==> src/hw/rtl/stok_pkg.sv <==
// Shared types, codes, keyword tables and character classes for the tokenizer.
package stok_pkg;

   localparam int OFFSET_BITS_DEF = 32;
   localparam int LINE_BITS_DEF   = 24;
   localparam int LENGTH_BITS_DEF = 16;

   // token classes
   localparam logic [2:0] TC_SINGLE = 3'd0;
   localparam logic [2:0] TC_INT    = 3'd1;
   localparam logic [2:0] TC_IDENT  = 3'd2;
   localparam logic [2:0] TC_IF     = 3'd3;
   localparam logic [2:0] TC_ELSE   = 3'd4;
   localparam logic [2:0] TC_WHILE  = 3'd5;
   localparam logic [2:0] TC_RETURN = 3'd6;
   localparam logic [2:0] TC_EOF    = 3'd7;

   localparam logic [7:0] CH_NUL        = 8'h00;
   localparam logic [7:0] CH_NEWLINE    = 8'h0A;
   localparam logic [7:0] CH_SLASH      = 8'h2F;
   localparam logic [7:0] CH_UNDERSCORE = 8'h5F;

   // response queue
   localparam int RSPQ_DEPTH = 4;
   localparam int RSPQ_PTR_BITS = 2;
   localparam int RSPQ_CNT_BITS = 3;

   // keyword text, zero padded to eight bytes: if, else, while, return
   localparam logic [7:0] KW_TEXT [4][8] = '{
      '{8'h69, 8'h66, 8'h00, 8'h00, 8'h00, 8'h00, 8'h00, 8'h00},
      '{8'h65, 8'h6C, 8'h73, 8'h65, 8'h00, 8'h00, 8'h00, 8'h00},
      '{8'h77, 8'h68, 8'h69, 8'h6C, 8'h65, 8'h00, 8'h00, 8'h00},
      '{8'h72, 8'h65, 8'h74, 8'h75, 8'h72, 8'h6E, 8'h00, 8'h00}
   };
   localparam logic [2:0] KW_LEN [4] = '{3'd2, 3'd4, 3'd5, 3'd6};

   typedef struct packed {
      logic [2:0]  token_class;
      logic [7:0]  char_code;
      logic [15:0] token_length;
      logic [31:0] start_offset;
      logic [23:0] token_line;
      logic        last;
   } rsp_type;

   function automatic logic is_space(input logic [7:0] c);
      return (c == 8'h20) || (c >= 8'h09 && c <= 8'h0D);
   endfunction

   function automatic logic is_digit(input logic [7:0] c);
      return c >= 8'h30 && c <= 8'h39;
   endfunction

   function automatic logic is_lower(input logic [7:0] c);
      return c >= 8'h61 && c <= 8'h7A;
   endfunction

   function automatic logic is_ident_cont(input logic [7:0] c);
      return is_digit(c) || is_lower(c) || (c >= 8'h41 && c <= 8'h5A) || (c == CH_UNDERSCORE);
   endfunction

endpackage

==> src/hw/rtl/stok_scan.sv <==
// Scanner state and combinational step logic: one byte in, up to two tokens out.
module stok_scan #(
   parameter int OFFSET_BITS = stok_pkg::OFFSET_BITS_DEF,
   parameter int LINE_BITS   = stok_pkg::LINE_BITS_DEF,
   parameter int LENGTH_BITS = stok_pkg::LENGTH_BITS_DEF
) (
   input  logic              clock,
   input  logic              reset,
   input  logic              step,
   input  logic [7:0]        ch,
   output stok_pkg::rsp_type res0,
   output stok_pkg::rsp_type res1,
   output logic [1:0]        res_count
);

   localparam logic [2:0] MODE_IDLE    = 3'd0;
   localparam logic [2:0] MODE_SLASH   = 3'd1;
   localparam logic [2:0] MODE_COMMENT = 3'd2;
   localparam logic [2:0] MODE_INT     = 3'd3;
   localparam logic [2:0] MODE_IDENT   = 3'd4;

   localparam logic [LENGTH_BITS-1:0] LEN_MAX  = {LENGTH_BITS{1'b1}};
   localparam logic [LINE_BITS-1:0]   LINE_MAX = {LINE_BITS{1'b1}};
   localparam logic [LINE_BITS-1:0]   LINE_ONE = LINE_BITS'(1);
   localparam logic [LENGTH_BITS-1:0] LEN_ONE  = LENGTH_BITS'(1);

   logic [2:0]             mode_ff, mode_in;
   logic [LENGTH_BITS-1:0] run_length_ff, run_length_in;
   logic [OFFSET_BITS-1:0] run_start_ff, run_start_in;
   logic [OFFSET_BITS-1:0] byte_pos_ff, byte_pos_in;
   logic [LINE_BITS-1:0]   line_count_ff, line_count_in;
   logic [LINE_BITS-1:0]   run_line_ff, run_line_in;
   logic [3:0]             kw_alive_ff, kw_alive_in;
   logic [7:0]             first_byte_ff, first_byte_in;

   // zero-extended views, low bits feed the fixed-width result fields
   logic [OFFSET_BITS+31:0] run_start_x, byte_pos_x;
   logic [LINE_BITS+23:0]   run_line_x, line_count_x;
   logic [LENGTH_BITS+15:0] run_length_x;

   logic              fresh, has_pend, has_fresh;
   logic [2:0]        run_class;
   stok_pkg::rsp_type pend_res, fresh_res;

   assign run_start_x  = {32'd0, run_start_ff};
   assign byte_pos_x   = {32'd0, byte_pos_ff};
   assign run_line_x   = {24'd0, run_line_ff};
   assign line_count_x = {24'd0, line_count_ff};
   assign run_length_x = {16'd0, run_length_ff};

   // class of the pending integer or identifier run
   always_comb begin
      run_class = stok_pkg::TC_INT;
      if (mode_ff == MODE_IDENT) begin
         run_class = stok_pkg::TC_IDENT;
         for (int k = 0; k < 4; k++) begin
            if (kw_alive_ff[k] && run_length_ff == LENGTH_BITS'(stok_pkg::KW_LEN[k])) begin
               run_class = stok_pkg::TC_IF + 3'(k);
            end
         end
      end
   end

   always_comb begin
      mode_in       = mode_ff;
      run_length_in = run_length_ff;
      run_start_in  = run_start_ff;
      byte_pos_in   = byte_pos_ff + OFFSET_BITS'(1);
      line_count_in = line_count_ff;
      run_line_in   = run_line_ff;
      kw_alive_in   = kw_alive_ff;
      first_byte_in = first_byte_ff;
      fresh         = 1'b1;
      has_pend      = 1'b0;
      has_fresh     = 1'b0;

      pend_res.token_class  = run_class;
      pend_res.char_code    = first_byte_ff;
      pend_res.token_length = run_length_x[15:0];
      pend_res.start_offset = run_start_x[31:0];
      pend_res.token_line   = run_line_x[23:0];
      pend_res.last         = 1'b0;

      fresh_res.token_class  = stok_pkg::TC_SINGLE;
      fresh_res.char_code    = ch;
      fresh_res.token_length = 16'd1;
      fresh_res.start_offset = byte_pos_x[31:0];
      fresh_res.token_line   = line_count_x[23:0];
      fresh_res.last         = 1'b1;

      unique case (mode_ff)
         MODE_COMMENT: begin
            if (ch != stok_pkg::CH_NUL && ch != stok_pkg::CH_NEWLINE) begin
               fresh = 1'b0;
            end
         end
         MODE_SLASH: begin
            if (ch == stok_pkg::CH_SLASH) begin
               mode_in = MODE_COMMENT;
               fresh   = 1'b0;
            end else begin
               has_pend               = 1'b1;
               pend_res.token_class   = stok_pkg::TC_SINGLE;
               pend_res.char_code     = stok_pkg::CH_SLASH;
               pend_res.token_length  = 16'd1;
            end
         end
         MODE_INT: begin
            if (stok_pkg::is_digit(ch)) begin
               if (run_length_ff != LEN_MAX) begin
                  run_length_in = run_length_ff + LEN_ONE;
               end
               fresh = 1'b0;
            end else begin
               has_pend = 1'b1;
            end
         end
         MODE_IDENT: begin
            if (stok_pkg::is_ident_cont(ch)) begin
               for (int k = 0; k < 4; k++) begin
                  if (!(run_length_ff < LENGTH_BITS'(stok_pkg::KW_LEN[k]) &&
                        stok_pkg::KW_TEXT[k][run_length_ff[2:0]] == ch)) begin
                     kw_alive_in[k] = 1'b0;
                  end
               end
               if (run_length_ff != LEN_MAX) begin
                  run_length_in = run_length_ff + LEN_ONE;
               end
               fresh = 1'b0;
            end else begin
               has_pend = 1'b1;
            end
         end
         default: begin
         end
      endcase

      if (fresh) begin
         mode_in = MODE_IDLE;
         if (ch == stok_pkg::CH_NUL) begin
            has_fresh              = 1'b1;
            fresh_res.token_class  = stok_pkg::TC_EOF;
            fresh_res.char_code    = 8'd0;
            fresh_res.token_length = 16'd0;
            // restart all counters
            run_length_in = '0;
            run_start_in  = '0;
            byte_pos_in   = '0;
            line_count_in = LINE_ONE;
            run_line_in   = LINE_ONE;
            kw_alive_in   = 4'hF;
            first_byte_in = 8'd0;
         end else if (stok_pkg::is_space(ch)) begin
            if (ch == stok_pkg::CH_NEWLINE && line_count_ff != LINE_MAX) begin
               line_count_in = line_count_ff + LINE_ONE;
            end
         end else if (ch == stok_pkg::CH_SLASH) begin
            mode_in      = MODE_SLASH;
            run_start_in = byte_pos_ff;
            run_line_in  = line_count_ff;
         end else if (stok_pkg::is_digit(ch) || stok_pkg::is_lower(ch) ||
                      ch == stok_pkg::CH_UNDERSCORE) begin
            mode_in       = stok_pkg::is_digit(ch) ? MODE_INT : MODE_IDENT;
            run_start_in  = byte_pos_ff;
            run_line_in   = line_count_ff;
            run_length_in = LEN_ONE;
            first_byte_in = ch;
            for (int k = 0; k < 4; k++) begin
               kw_alive_in[k] = (stok_pkg::KW_TEXT[k][0] == ch);
            end
         end else begin
            has_fresh = 1'b1;
         end
      end
   end

   always_comb begin
      res0      = has_pend ? pend_res : fresh_res;
      res0.last = !(has_pend && has_fresh);
      res1      = fresh_res;
      res_count = step ? ({1'b0, has_pend} + {1'b0, has_fresh}) : 2'd0;
   end

   always_ff @(posedge clock) begin
      if (reset) begin
         mode_ff       <= MODE_IDLE;
         run_length_ff <= '0;
         run_start_ff  <= '0;
         byte_pos_ff   <= '0;
         line_count_ff <= LINE_ONE;
         run_line_ff   <= LINE_ONE;
         kw_alive_ff   <= 4'hF;
         first_byte_ff <= 8'd0;
      end else if (step) begin
         mode_ff       <= mode_in;
         run_length_ff <= run_length_in;
         run_start_ff  <= run_start_in;
         byte_pos_ff   <= byte_pos_in;
         line_count_ff <= line_count_in;
         run_line_ff   <= run_line_in;
         kw_alive_ff   <= kw_alive_in;
         first_byte_ff <= first_byte_in;
      end
   end

endmodule

==> src/hw/rtl/stok_rspq.sv <==
// Four-entry token queue: pushes up to two tokens a cycle, pops one.
module stok_rspq (
   input  logic              clock,
   input  logic              reset,
   input  stok_pkg::rsp_type push0,
   input  stok_pkg::rsp_type push1,
   input  logic [1:0]        push_count,
   input  logic              pop,
   output stok_pkg::rsp_type head,
   output logic              not_empty,
   output logic              room2
);

   stok_pkg::rsp_type entry_ff [stok_pkg::RSPQ_DEPTH];

   logic [stok_pkg::RSPQ_PTR_BITS-1:0] wr_ptr_ff, wr_ptr_in;
   logic [stok_pkg::RSPQ_PTR_BITS-1:0] rd_ptr_ff, rd_ptr_in;
   logic [stok_pkg::RSPQ_CNT_BITS-1:0] count_ff, count_in;
   logic [stok_pkg::RSPQ_PTR_BITS-1:0] wr_next;

   assign wr_next   = wr_ptr_ff + stok_pkg::RSPQ_PTR_BITS'(1);
   assign head      = entry_ff[rd_ptr_ff];
   assign not_empty = (count_ff != '0);
   assign room2     = (count_ff <= stok_pkg::RSPQ_CNT_BITS'(stok_pkg::RSPQ_DEPTH - 2));

   always_comb begin
      wr_ptr_in = wr_ptr_ff + stok_pkg::RSPQ_PTR_BITS'(push_count);
      rd_ptr_in = rd_ptr_ff + stok_pkg::RSPQ_PTR_BITS'(pop);
      count_in  = count_ff + stok_pkg::RSPQ_CNT_BITS'(push_count)
                  - stok_pkg::RSPQ_CNT_BITS'(pop);
   end

   always_ff @(posedge clock) begin
      if (push_count != 2'd0) begin
         entry_ff[wr_ptr_ff] <= push0;
      end
      if (push_count == 2'd2) begin
         entry_ff[wr_next] <= push1;
      end
   end

   always_ff @(posedge clock) begin
      if (reset) begin
         wr_ptr_ff <= '0;
         rd_ptr_ff <= '0;
         count_ff  <= '0;
      end else begin
         wr_ptr_ff <= wr_ptr_in;
         rd_ptr_ff <= rd_ptr_in;
         count_ff  <= count_in;
      end
   end

endmodule

==> src/hw/rtl/source_tokenizer.sv <==
// Top level of the streaming source tokenizer.
//
// Input channel (req_): one source byte per transfer on req_ch; byte zero ends
// the source, emits an end-of-file token and restarts offsets and line count.
// Output channel (rsp_): one token per transfer with class, first byte, length,
// start offset, start line and rsp_last, which marks the final token caused by
// one input byte. A byte may cause zero, one or two tokens.
// Path: a byte taken on req_ sits in the input register, is scanned and queued
// once the queue has two free entries, and its first token then shows on rsp_
// from the queue head, which is read combinationally.
// Throughput: one byte per cycle while the receiver keeps up; a byte that
// causes two tokens needs two output transfers, so the output port sets the rate.
// Stall: tokens wait in a four-entry queue; the scanner steps only while two
// entries are free, and req_ready drops once the input register is stuck.
// Reset: synchronous; queue empties, scanner returns to idle with line one and
// offset zero.
module source_tokenizer #(
   parameter int OFFSET_BITS = stok_pkg::OFFSET_BITS_DEF,
   parameter int LINE_BITS   = stok_pkg::LINE_BITS_DEF,
   parameter int LENGTH_BITS = stok_pkg::LENGTH_BITS_DEF
) (
   input  logic        clock,
   input  logic        reset,
   input  logic        req_valid,
   output logic        req_ready,
   input  logic [7:0]  req_ch,
   output logic        rsp_valid,
   input  logic        rsp_ready,
   output logic [2:0]  rsp_token_class,
   output logic [7:0]  rsp_char_code,
   output logic [15:0] rsp_token_length,
   output logic [31:0] rsp_start_offset,
   output logic [23:0] rsp_token_line,
   output logic        rsp_last
);

   logic              in_valid_ff, in_valid_in;
   logic [7:0]        in_ch_ff;
   logic              step;
   logic              room2;
   logic [1:0]        res_count;
   stok_pkg::rsp_type res0, res1, head;

   // Advance the scanner only when the queue can absorb a worst-case byte.
   assign step      = in_valid_ff && room2;
   assign req_ready = !in_valid_ff || room2;

   // Input register: load on transfer, drop once scanned.
   always_comb begin
      in_valid_in = in_valid_ff;
      if (req_valid && req_ready) begin
         in_valid_in = 1'b1;
      end else if (step) begin
         in_valid_in = 1'b0;
      end
   end

   always_ff @(posedge clock) begin
      if (reset) begin
         in_valid_ff <= 1'b0;
      end else begin
         in_valid_ff <= in_valid_in;
      end
   end

   // Payload needs no reset; hold it until the next transfer.
   always_ff @(posedge clock) begin
      if (req_valid && req_ready) begin
         in_ch_ff <= req_ch;
      end
   end

   stok_scan #(
      .OFFSET_BITS (OFFSET_BITS),
      .LINE_BITS   (LINE_BITS),
      .LENGTH_BITS (LENGTH_BITS)
   ) u_scan (
      .clock     (clock),
      .reset     (reset),
      .step      (step),
      .ch        (in_ch_ff),
      .res0      (res0),
      .res1      (res1),
      .res_count (res_count)
   );

   stok_rspq u_rspq (
      .clock      (clock),
      .reset      (reset),
      .push0      (res0),
      .push1      (res1),
      .push_count (res_count),
      .pop        (rsp_valid && rsp_ready),
      .head       (head),
      .not_empty  (rsp_valid),
      .room2      (room2)
   );

   // Present the queue head.
   assign rsp_token_class  = head.token_class;
   assign rsp_char_code    = head.char_code;
   assign rsp_token_length = head.token_length;
   assign rsp_start_offset = head.start_offset;
   assign rsp_token_line   = head.token_line;
   assign rsp_last         = head.last;

endmodule

==> config.mk <==
export PLATFORM = sky130hd
export DESIGN_NAME = source_tokenizer
export DESIGN_NICKNAME = d
export VERILOG_FILES = /design/src/hw/rtl/stok_pkg.sv /design/src/hw/rtl/stok_scan.sv /design/src/hw/rtl/stok_rspq.sv /design/src/hw/rtl/source_tokenizer.sv
export SDC_FILE = /design/constraint.sdc
export NUM_CORES = 1
export LEC_CHECK = 0
export BUFFER_PORTS_ARGS = -buffer_cell sky130_fd_sc_hd__buf_2
export CAP_MARGIN = 15
export CORE_MARGIN = 1.5
export CORE_UTILIZATION = 49
export DETAILED_ROUTE_END_ITERATION = 16
export GPL_ROUTABILITY_DRIVEN = 0
export PLACE_DENSITY_LB_ADDON = 0.08
export REMOVE_ABC_BUFFERS = 1
export SYNTH_ARGS = -nofsm -noshare
export SYNTH_HDL_FRONTEND = slang
export SYNTH_SLANG_ARGS = --single-unit
==> constraint.sdc <==
create_clock -name clock -period 12.3 [get_ports clock]
set_input_delay 0.615 -clock clock [delete_from_list [all_inputs] [get_ports clock]]
set_output_delay 0.615 -clock clock [all_outputs]
set_load 0.05 [all_outputs]
==> results.sh, run 1 <==
export IMPL_dp_slack_ps=6000
export IMPL_fmax_ghz=0.157
export IMPL_regArea_um2=12700
export IMPL_synth_edf_count=280
export IMPL_rsz0062_at_grt="false"
export IMPL_grt_max_degree=60
export IMPL_tightest_slew_ps=1080
export IMPL_cp_max_fo=37
export IMPL_hold_start="req_ch[3]"
export IMPL_die_w_um=217
export IMPL_drv_cap=0
export IMPL_yosysWarningCount=0
export IMPL_min_period_over_period=0.517
export IMPL_switching_power_w=0.00137
export IMPL_die_h_um=217
export IMPL_rows=78
export IMPL_mostFrequentLayoutCells="edfxtp_1 (280), a22o_1 (270), dfxtp_1 (213)"
export IMPL_fin_nets=1896
export IMPL_cp_start_kind="flip-flop"
export IMPL_cts_resized=0
export IMPL_via_count=15900
export IMPL_postRouteWirelength_um=60300
export IMPL_clk_latency_ps=600
export IMPL_initial_core_util=0.497
export IMPL_required_ps=12790
export IMPL_fin_setup_tns_ps=0
export IMPL_cts_buffer_depth=3
export IMPL_cts_buffers=52
export IMPL_path_class="flip-flop to flip-flop"
export IMPL_grt_overflow=0
export IMPL_antenna_found_initial=0
export IMPL_end_kind="flip-flop"
export IMPL_cts_tree="yes"
export IMPL_hold_depth=1
export IMPL_p_per_area_nw_per_um2=175
export IMPL_grt_pass1_wl_um=92400
export IMPL_core_um2=45400
export IMPL_async_reset_ff_frac=0
export IMPL_p_int_w=0.00301
export IMPL_port_buffers=97
export IMPL_critical_path_arrival_ps=6850
export IMPL_rr_endpoint="u_rspq.entry_ff[2][0]"
export IMPL_finalSetupViolCount=0
export IMPL_die_area_um2=47300
export IMPL_drt_iter0_markers=1524
export IMPL_r2r_slack_ps=5940
export IMPL_hold_buffers=0
export IMPL_ys_ff_latch=495
export IMPL_cpMaxStageDelayCell="clkinv_2"
export IMPL_skew_ps=12.3
export IMPL_syn_inst=1880
export IMPL_cts_root_buffer="clkbuf_16"
export IMPL_hpwlAfterDp_um=34600
export IMPL_drt_first_pass_iters=5
export IMPL_p_total_w=0.00438
export IMPL_ir_worst_vdd_mv=0.154
export IMPL_ys_seq_area_frac=0.564
export IMPL_cts_sinks=495
export IMPL_vias_per_cell=6.34
export IMPL_timing_slew_headroom=0.282
export IMPL_multi_input_area_um2=9020
export IMPL_rr_worst_depth=13
export IMPL_fin_ws_ps=5940
export IMPL_power_frac_seq=0.422
export IMPL_hold_path_class="input pin to flip-flop"
export IMPL_io_pins=98
export IMPL_p_comb_frac=0.218
export IMPL_drc=0
export IMPL_ys_types=85
export IMPL_grt_use_total=0.255
export IMPL_slew_viol_final=0
export IMPL_syn_area_per_cell_um2=12.0
export IMPL_cp_num_buf_inv=3
export IMPL_post_cts_buffers=0
export IMPL_grt_pass1_vias=15500
export IMPL_path_cells="nand4_2 > o32ai_4 > o2bb2ai_2 > nor2_1 > nor2_4 > inv_2 > ha_1 > o21ai_0 > or2_2 > and2_1 > clkinv_2 > buf_4 > o22a_1"
export IMPL_ys_flop_type="edfxtp_1"
export IMPL_mostFrequentLayoutCell="edfxtp_1"
export IMPL_drive_gt1_frac=0.173
export IMPL_synthToLayoutAreaGrowth_pct=10.9
export IMPL_cpPeakStageDelay_ps=870
export IMPL_final_util=0.551
export IMPL_r2r_start="in_ch_ff[1]"
export IMPL_ant_nets=0
export IMPL_switching_share=0.313
export IMPL_clkTransAtPathRegs_ps=60
export IMPL_hold_violations=0
export IMPL_htreeDepth=2
export IMPL_crit_family="simple AND/OR/NAND/NOR gates"
export IMPL_n_antenna_cell=0
export IMPL_clock_power_share=0.360
export IMPL_nFillCells=3854
export IMPL_wl_per_cell_um=24.0
export IMPL_fin_crit_ps=6360
export IMPL_power_leakage_nw=8.23
export IMPL_status="complete, no violations"
export IMPL_hold_end="in_ch_ff[3]"
export IMPL_syn_area_um2=22500
[sequential cells by signal, summed over array words and instances, names as in the netlist]
name                  count
u_scan.run_start_ff      32
u_scan.kw_alive_ff        4
u_rspq.entry_ff         336
u_scan.first_byte_ff      8
in_ch_ff                  8
u_scan.mode_ff            3
u_scan.line_count_ff     24
in_valid_ff               1
u_scan.run_length_ff     16
u_scan.run_line_ff       24
u_rspq.wr_ptr_ff          2
u_rspq.rd_ptr_ff          2
u_scan.byte_pos_ff       32
u_rspq.count_ff           3
[layer usage]
metal	up-vias	part of all wire	global-route usage
li1	7183	-	-
met1	8057	0.43	0.348
met2	588	0.49	0.419
met3	115	0.058	0.0340
met4	0	0.026	0.0880
met5	-	0	0
[kinds of logic after synthesis]
logic type | count (synthesis) | synth area share
mux | 85 | 0.0844
buf+inv | 211 | 0.0393
xor+xnor | 56 | 0.0218
compound gates | 548 | 0.180
fa+ha+maj | 15 | 0.00866
flops | 495 | 0.564
simple gates | 470 | 0.102
[power by group through the flow]
stage                     clock network, W  registers (W)  logic (W)
final                              0.00158        0.00185   0.000952
after global routing               0.00166        0.00186    0.00101
after CTS                          0.00160        0.00185   0.000965
after detailed placement                 0        0.00188   0.000964
after floorplan                          0        0.00193   0.000671
after global placement                   0        0.00188   0.000961
[cell type report]
cell class | count | share of cell area
Clock buffer | 77 | 0.0628
Sequential cell | 495 | 0.509
Tap cell | 600 | 0.0300
Clock inverter | 21 | 0.00661
Inverter | 23 | 0.00365
Multi-Input combinational cell | 1174 | 0.361
Timing Repair Buffer | 123 | 0.0272
[worst register-to-register path, delay by kind of cell (launching register included)]
kind / cells / cell delay (ps)
compound gates: 4 / 1250
fa+ha+maj: 1 / 370
buf+inv: 3 / 1710
simple gates: 5 / 2120
flops: 1 / 810
[cells in the mapped netlist, drive strengths merged, types with 3 or more instances]
cell	instances	area (µm²)
nand3b	5	37.5
xor2	37	324
and4	9	78.8
nand4b	3	26.3
a31oi	14	87.6
inv	23	86.3
nor4	11	83.8
o21ai	129	661
buf	72	362
a21oi	54	278
and2	11	71.3
a22o	270	2360
o211ai	4	30.0
nor3	20	121
a211oi	4	35.0
nand4	20	131
o31ai	4	30.0
nor2b	8	50.1
and3	21	131
nor2	103	397
nand3	32	160
or2	5	31.3
clkbuf	116	437
dfxtp	215	4300
ha	14	175
edfxtp	280	8410
nor3b	5	37.5
or3	17	106
o22a	5	43.8
a21o	3	22.5
xnor2	19	166
o22ai	25	156
o32ai	4	53.8
mux4	84	1890
nand2	181	679
nand2b	12	82.6
o311ai	3	26.3
a211o	3	26.3
[worst max path at each step]
stage                           start                     end  slack [ps]  cells after the start
after floorplan           in_ch_ff[1]  u_rspq.entry_ff[0][10]        7220                     11
after global placement    in_ch_ff[2]  u_rspq.entry_ff[1][81]        6250                     12
after detailed placement  in_ch_ff[1]   u_rspq.entry_ff[2][0]        6000                     13
after CTS                 in_ch_ff[1]   u_rspq.entry_ff[2][0]        5980                     13
after global routing      in_ch_ff[4]  u_rspq.entry_ff[1][79]        5480                     12
final                     in_ch_ff[1]   u_rspq.entry_ff[2][0]        5940                     13
[metrics by stage]
step	area (µm²)	cells	hold slack, ps
2_1_floorplan	21700	1692	420
3_3_place_gp	23300	2415	432
3_5_place_dp	23300	2415	439
4_1_cts	25000	2513	178
5_1_grt	25000	2513	189
6_report	25000	2513	203
No activity file was read; power rests on OpenSTA's default activity.
==> run 2, diff against run 1 <==
--- a/config.mk
+++ b/config.mk
@@ -5,6 +5,7 @@
 export SDC_FILE = /design/constraint.sdc
 export NUM_CORES = 1
 export LEC_CHECK = 0
+export ABC_AREA = 1
 export BUFFER_PORTS_ARGS = -buffer_cell sky130_fd_sc_hd__buf_2
 export CAP_MARGIN = 15
 export CORE_MARGIN = 1.5
==> constraint.sdc (replaced) <==
create_clock -name clock -period 5.25 [get_ports clock]
set_input_delay 0.2625 -clock clock [delete_from_list [all_inputs] [get_ports clock]]
set_output_delay 0.2625 -clock clock [all_outputs]
set_load 0.05 [all_outputs]
==> results.sh, run 2 <==
export IMPL_cpPeakStageDelay_ps=570
export IMPL_mostFrequentLayoutCells="nand2_1 (638), nor2_1 (396), o22ai_1 (329)"
export IMPL_slew_viol_final=0
export IMPL_cp_num_buf_inv=9
export IMPL_hold_depth=2
export IMPL_yosys_top_cells_count="nand2_1 (646), nor2_1 (396), o22ai_1 (329)"
export IMPL_rows=82
export IMPL_ys_flop_type="edfxtp_1"
export IMPL_drt_iter0_markers=2619
export IMPL_vias_per_cell=6.03
export IMPL_r2r_start="in_ch_ff[3]"
export IMPL_mostFrequentLayoutCell="nand2_1"
export IMPL_tightest_slew_ps=1230
export IMPL_die_w_um=229
export IMPL_cp_start_kind="flip-flop"
export IMPL_path_class="flip-flop to flip-flop"
export IMPL_hold_path_class="input pin to flip-flop"
export IMPL_top_regs="u_rspq.entry_ff (336), u_scan.byte_pos_ff (32), u_scan.run_start_ff (32)"
export IMPL_drv_cap=0
export IMPL_hold_violations=0
export IMPL_hold_start="reset"
export IMPL_rsz0062_at_grt="false"
export IMPL_synth_most_common_cell="nand2_1"
export IMPL_ys_types=49
export IMPL_grt_pass1_wl_um=124000
export IMPL_finalSetupViolCount=0
export IMPL_post_dp_cell_area_um2=26000
export IMPL_fin_area_um2=27900
export IMPL_fin_nets=3107
export IMPL_hpwlAfterDp_um=47100
export IMPL_initial_core_util=0.499
export IMPL_min_period_over_period=0.846
export IMPL_syn_area_per_cell_um2=8.13
export IMPL_yosysWarningCount=0
export IMPL_htreeDepth=2
export IMPL_synth_top_cell_area_share=0.335
export IMPL_io_pins=98
export IMPL_synth_edf_count=280
export IMPL_clk_latency_ps=620
export IMPL_async_reset_ff_frac=0
export IMPL_skew_ps=25.2
export IMPL_p_per_area_nw_per_um2=445
export IMPL_core_um2=50400
export IMPL_postRouteWirelength_um=79100
export IMPL_syn_area_um2=25100
export IMPL_rr_worst_depth=22
export IMPL_cts_root_buffer="clkbuf_16"
export IMPL_cp_max_fo=22
export IMPL_cts_buffer_depth=3
export IMPL_ir_worst_vdd_mv=0.318
export IMPL_synthTopCellsByArea="edfxtp_1 (33%), dfxtp_1 (17%), nand2_1 (9.7%), o22ai_1 (8.2%), nor2_1 (5.9%)"
export IMPL_cts_sinks=495
export IMPL_grt_use_total=0.297
export IMPL_fin_crit_ps=4440
export IMPL_grt_overflow=0
export IMPL_grt_max_degree=158
export IMPL_ys_seq_area_frac=0.506
export IMPL_crit_family="buffers and inverters"
export IMPL_final_util=0.553
export IMPL_die_area_um2=52600
export IMPL_ant_nets=0
export IMPL_fmax_ghz=0.225
export IMPL_drt_first_pass_iters=5
export IMPL_whs_ps=211
export IMPL_clkTransAtPathRegs_ps=60
export IMPL_critical_path_arrival_ps=4720
export IMPL_n_antenna_cell=0
export IMPL_p_total_w=0.0124
export IMPL_regMostFlops="u_rspq.entry_ff"
export IMPL_drc=0
export IMPL_antenna_found_initial=0
export IMPL_die_h_um=229
export IMPL_largest_reg_flops=336
export IMPL_cpMaxStageDelayCell="edfxtp_1"
export IMPL_cts_buffers=53
export IMPL_end_kind="flip-flop"
export IMPL_syn_inst=3089
export IMPL_synth_area_leader_cell="edfxtp_1"
export IMPL_wl_per_cell_um=20.8
export IMPL_synthToLayoutAreaGrowth_pct=10.9
export IMPL_grt_pass1_vias=22100
export IMPL_cts_tree="yes"
export IMPL_crit_cells=22
export IMPL_path_cells="inv_2 > nor2_1 > nand2_1 > clkinv_1 > nand2_1 > nand2_1 > nand2_2 > nand3_4 > nand2_4 > inv_4 > nand2_8 > ha_1 > inv_1 > nor2_2 > inv_1 > nor2_1 > nand2_2 > inv_1 > nor2_1 > buf_4 > clkinv_2 > buf_4"
export IMPL_power_leakage_nw=9.87
export IMPL_required_ps=5530
export IMPL_post_cts_buffers=0
export IMPL_startpoint="in_ch_ff[3]"
export IMPL_ys_ff_latch=495
export IMPL_via_count=22900
export IMPL_timing_slew_headroom=0.179
export IMPL_drive_gt1_frac=0.108
export IMPL_port_buffers=97
export IMPL_status="complete, no violations"
-- run 2: changes by cell type in the layout (fill, tap and decap cells not counted), sizes merged, moves of 144 or more --
cell,delta
o22ai,+309
o21ai,+201
nor2,+296
nand2,+475
nand3,+144
inv,+190
a22o,-270
-- run 2: metal layers --
| layer | vias up | track usage | part of all wire |
|---|---|---|---|
| li1 | 10700 | - | - |
| met1 | 11000 | 0.404 | 0.43 |
| met2 | 1061 | 0.476 | 0.46 |
| met3 | 135 | 0.0540 | 0.084 |
| met4 | 0 | 0.0989 | 0.024 |
| met5 | - | 0 | 0 |
-- run 2: final timing paths --
| path | end | slack, ps |
|---|---|---|
| worst max-delay path | u_rspq.entry_ff[3][21] | 810 |
| worst min-delay path | u_scan.run_start_ff[3] | 210 |
| worst min register to register | u_scan.first_byte_ff[7] | 450 |
| worst max register to register | u_rspq.entry_ff[3][21] | 810 |
-- run 2: stage by stage --
stage               TNS [ps]  instances  worst slack (ps)
floorplan            -943820       2872             -2560
global placement           0       3687               965
detailed placement         0       3687               857
CTS                        0       3795               831
global route               0       3796               502
finish                     0       3796               809
-- run 2: repair_timing --
action                                 4_1_cts  5_1_grt
endpoints found under the hold margin        9        0
resized for setup                            0        0
hold buffers                                 9        0
-- run 2: power breakdown --
part / switching (W) / internal, W
Clock: 0.00158 / 0.00219
Sequential: 0.000137 / 0.00432
Combinational: 0.00329 / 0.000902
Total: 0.00500 / 0.00741
-- run 2: logic make-up (layout without fill, tap and decap cells) --
family	count (synthesis)	count (layout)	share of synthesized area
compound gates	764	764	0.180
simple gates	1332	1332	0.220
flops	495	495	0.506
buf+inv	437	472	0.0698
fa+ha+maj	15	15	0.00777
xor+xnor	46	46	0.0160
-- run 2: worst register-to-register path: cells and delay by family (launching register included) --
| family | cells | cell delay (ps) |
|---|---|---|
| buffers and inverters | 9 | 1770 |
| and+or+nand+nor | 12 | 1550 |
| DFF | 1 | 570 |
| adders and majority gates | 1 | 210 |
-- run 2: cell type report --
type                       count  area, µm²
fill                        4744      22500
sequential                   495      12700
multi-input combinational   2157      10700
clock buffer                  73       1540
timing repair buffer         153       1020
tap                          672        841
inverter                     220        840
clock inverter                26        206
==> run 3, diff against run 2 <==
==> constraint.sdc (replaced) <==
create_clock -name clock -period 4.2 [get_ports clock]
set_input_delay 0.21 -clock clock [delete_from_list [all_inputs] [get_ports clock]]
set_output_delay 0.21 -clock clock [all_outputs]
set_load 0.05 [all_outputs]
==> results.sh, run 3 (synthesis gave the netlist of run 2 again) <==
export IMPL_hold_start="reset"
export IMPL_rsz0062_at_grt="false"
export IMPL_cp_max_fo=12
export IMPL_drive_gt1_frac=0.109
export IMPL_mostFrequentLayoutCell="nand2_1"
export IMPL_antenna_found_initial=1
export IMPL_end_kind="flip-flop"
export IMPL_power_frac_seq=0.357
export IMPL_htreeDepth=2
export IMPL_rr_worst_depth=21
export IMPL_drc=0
export IMPL_clkTransAtPathRegs_ps=60
export IMPL_initial_core_util=0.499
export IMPL_io_pins=98
export IMPL_rows=82
export IMPL_grt_pass1_wl_um=122000
export IMPL_critical_path_arrival_ps=4340
export IMPL_wl_per_cell_um=20.5
export IMPL_clock_power_share=0.300
export IMPL_grt_max_degree=109
export IMPL_path_class="flip-flop to flip-flop"
export IMPL_hpwlAfterDp_um=45400
export IMPL_hold_end="u_scan.run_length_ff[6]"
export IMPL_ant_nets=0
export IMPL_postRouteWirelength_um=77900
export IMPL_dp_slack_ps=257
export IMPL_cpPeakStageDelay_ps=490
export IMPL_cts_buffers=54
export IMPL_die_w_um=229
export IMPL_cts_root_buffer="clkbuf_16"
export IMPL_fin_setup_tns_ps=0
export IMPL_drt_first_pass_iters=6
export IMPL_cpMaxStageDelayCell="edfxtp_1"
export IMPL_required_ps=4730
export IMPL_via_count=22900
export IMPL_synthToLayoutAreaGrowth_pct=11.3
export IMPL_hold_violations=0
export IMPL_clk_latency_ps=610
export IMPL_die_h_um=229
export IMPL_whs_ps=94.4
export IMPL_nFillCells=4642
export IMPL_fin_crit_ps=3810
export IMPL_drv_cap=0
export IMPL_switching_power_w=0.00624
export IMPL_rr_endpoint="u_rspq.count_ff[2]"
export IMPL_min_period_over_period=0.908
export IMPL_p_int_w=0.00928
export IMPL_crit_family="adder cells"
export IMPL_status="complete, no violations"
export IMPL_hold_path_class="input pin to flip-flop"
export IMPL_path_cells="inv_2 > nand2_1 > nand2_2 > nand2_1 > a21oi_2 > nor2_8 > nand3_4 > nand2_4 > inv_4 > nand2_8 > ha_1 > inv_1 > nor2_1 > inv_1 > ha_1 > inv_1 > ha_1 > fa_1 > xor2_1 > o21ai_0 > a21oi_1"
export IMPL_ir_worst_vdd_mv=0.466
export IMPL_hold_depth=2
export IMPL_cp_num_buf_inv=5
export IMPL_r2r_slack_ps=390
export IMPL_fin_nets=3116
export IMPL_final_util=0.555
export IMPL_mostFrequentLayoutCells="nand2_1 (637), nor2_1 (395), o22ai_1 (329)"
export IMPL_die_area_um2=52600
export IMPL_fmax_ghz=0.262
export IMPL_skew_ps=20.9
export IMPL_cts_sinks=495
export IMPL_r2r_start="in_ch_ff[1]"
export IMPL_largest_reg_flops=336
export IMPL_fin_ws_ps=387
export IMPL_n_antenna_cell=0
export IMPL_grt_overflow=0
export IMPL_cp_start_kind="flip-flop"
export IMPL_power_leakage_nw=9.92
export IMPL_top_regs="u_rspq.entry_ff (336), u_scan.byte_pos_ff (32), u_scan.run_start_ff (32)"
export IMPL_tightest_slew_ps=1150
export IMPL_port_buffers=97
export IMPL_p_comb_frac=0.343
export IMPL_slew_viol_final=0
export IMPL_grt_use_total=0.292
export IMPL_core_um2=50400
export IMPL_vias_per_cell=6.01
export IMPL_cts_tree="yes"
export IMPL_finalSetupViolCount=0
export IMPL_cts_buffer_depth=3
export IMPL_p_per_area_nw_per_um2=555
export IMPL_regMostFlops="u_rspq.entry_ff"
export IMPL_switching_share=0.402
export IMPL_grt_pass1_vias=22000
export IMPL_drt_iter0_markers=2377
export IMPL_timing_slew_headroom=0.233
run 3: how the worst max path moves through the flow:
stage / startpoint / endpoint / slack [ps] / depth (start not counted)
final: in_ch_ff[1] / u_rspq.count_ff[2] / 390 / 21
after global routing: in_ch_ff[2] / u_rspq.entry_ff[0][12] / 50 / 19
after CTS: in_ch_ff[3] / u_rspq.entry_ff[0][27] / 240 / 21
after detailed placement: in_ch_ff[3] / u_rspq.entry_ff[0][41] / 260 / 21
after global placement: in_ch_ff[3] / u_rspq.entry_ff[0][40] / 340 / 21
after floorplan: in_ch_ff[2] / u_rspq.entry_ff[3][10] / -3610 / 18
run 3: stage by stage:
| step | power, W | cell area (µm²) | instances |
|---|---|---|---|
| after floorplan | 0.00937 | 24200 | 2872 |
| after global placement | 0.0108 | 26100 | 3691 |
| after detailed placement | 0.0109 | 26100 | 3691 |
| after CTS | 0.0155 | 27900 | 3801 |
| after global routing | 0.0161 | 28000 | 3806 |
| final | 0.0155 | 28000 | 3806 |
run 3: layout make-up:
cell class | instances | area (µm²) | area share
Clock buffer | 76 | 1530 | 0.0546
Clock inverter | 25 | 201 | 0.00720
Inverter | 220 | 840 | 0.0300
Multi-Input combinational cell | 2157 | 10700 | 0.383
Sequential cell | 495 | 12700 | 0.455
Tap cell | 672 | 841 | 0.0301
Timing Repair Buffer | 161 | 1130 | 0.0403
run 3: repair_timing:
item,in CTS,in global routing
hold buffers,9,0
gates resized for setup,0,3
setup buffers,0,4
setup endpoints to repair,0,135
hold endpoints to repair,9,0
run 3: layer usage:
| layer | track usage | part of all wire | vias up |
|---|---|---|---|
| met2 | 0.464 | 0.46 | 1097 |
| met4 | 0.120 | 0.034 | 2 |
| met1 | 0.395 | 0.42 | 10900 |
| li1 | - | - | 10700 |
| met3 | 0.0496 | 0.083 | 166 |
| met5 | 0 | 0.000090 | - |
run 3: power groups by stage:
stage | Combinational, W | Sequential (W) | Clock (W)
final | 0.00533 | 0.00553 | 0.00465
after global routing | 0.00566 | 0.00555 | 0.00490
after CTS | 0.00527 | 0.00553 | 0.00472
after detailed placement | 0.00525 | 0.00563 | 0
after global placement | 0.00520 | 0.00563 | 0
after floorplan | 0.00364 | 0.00572 | 0
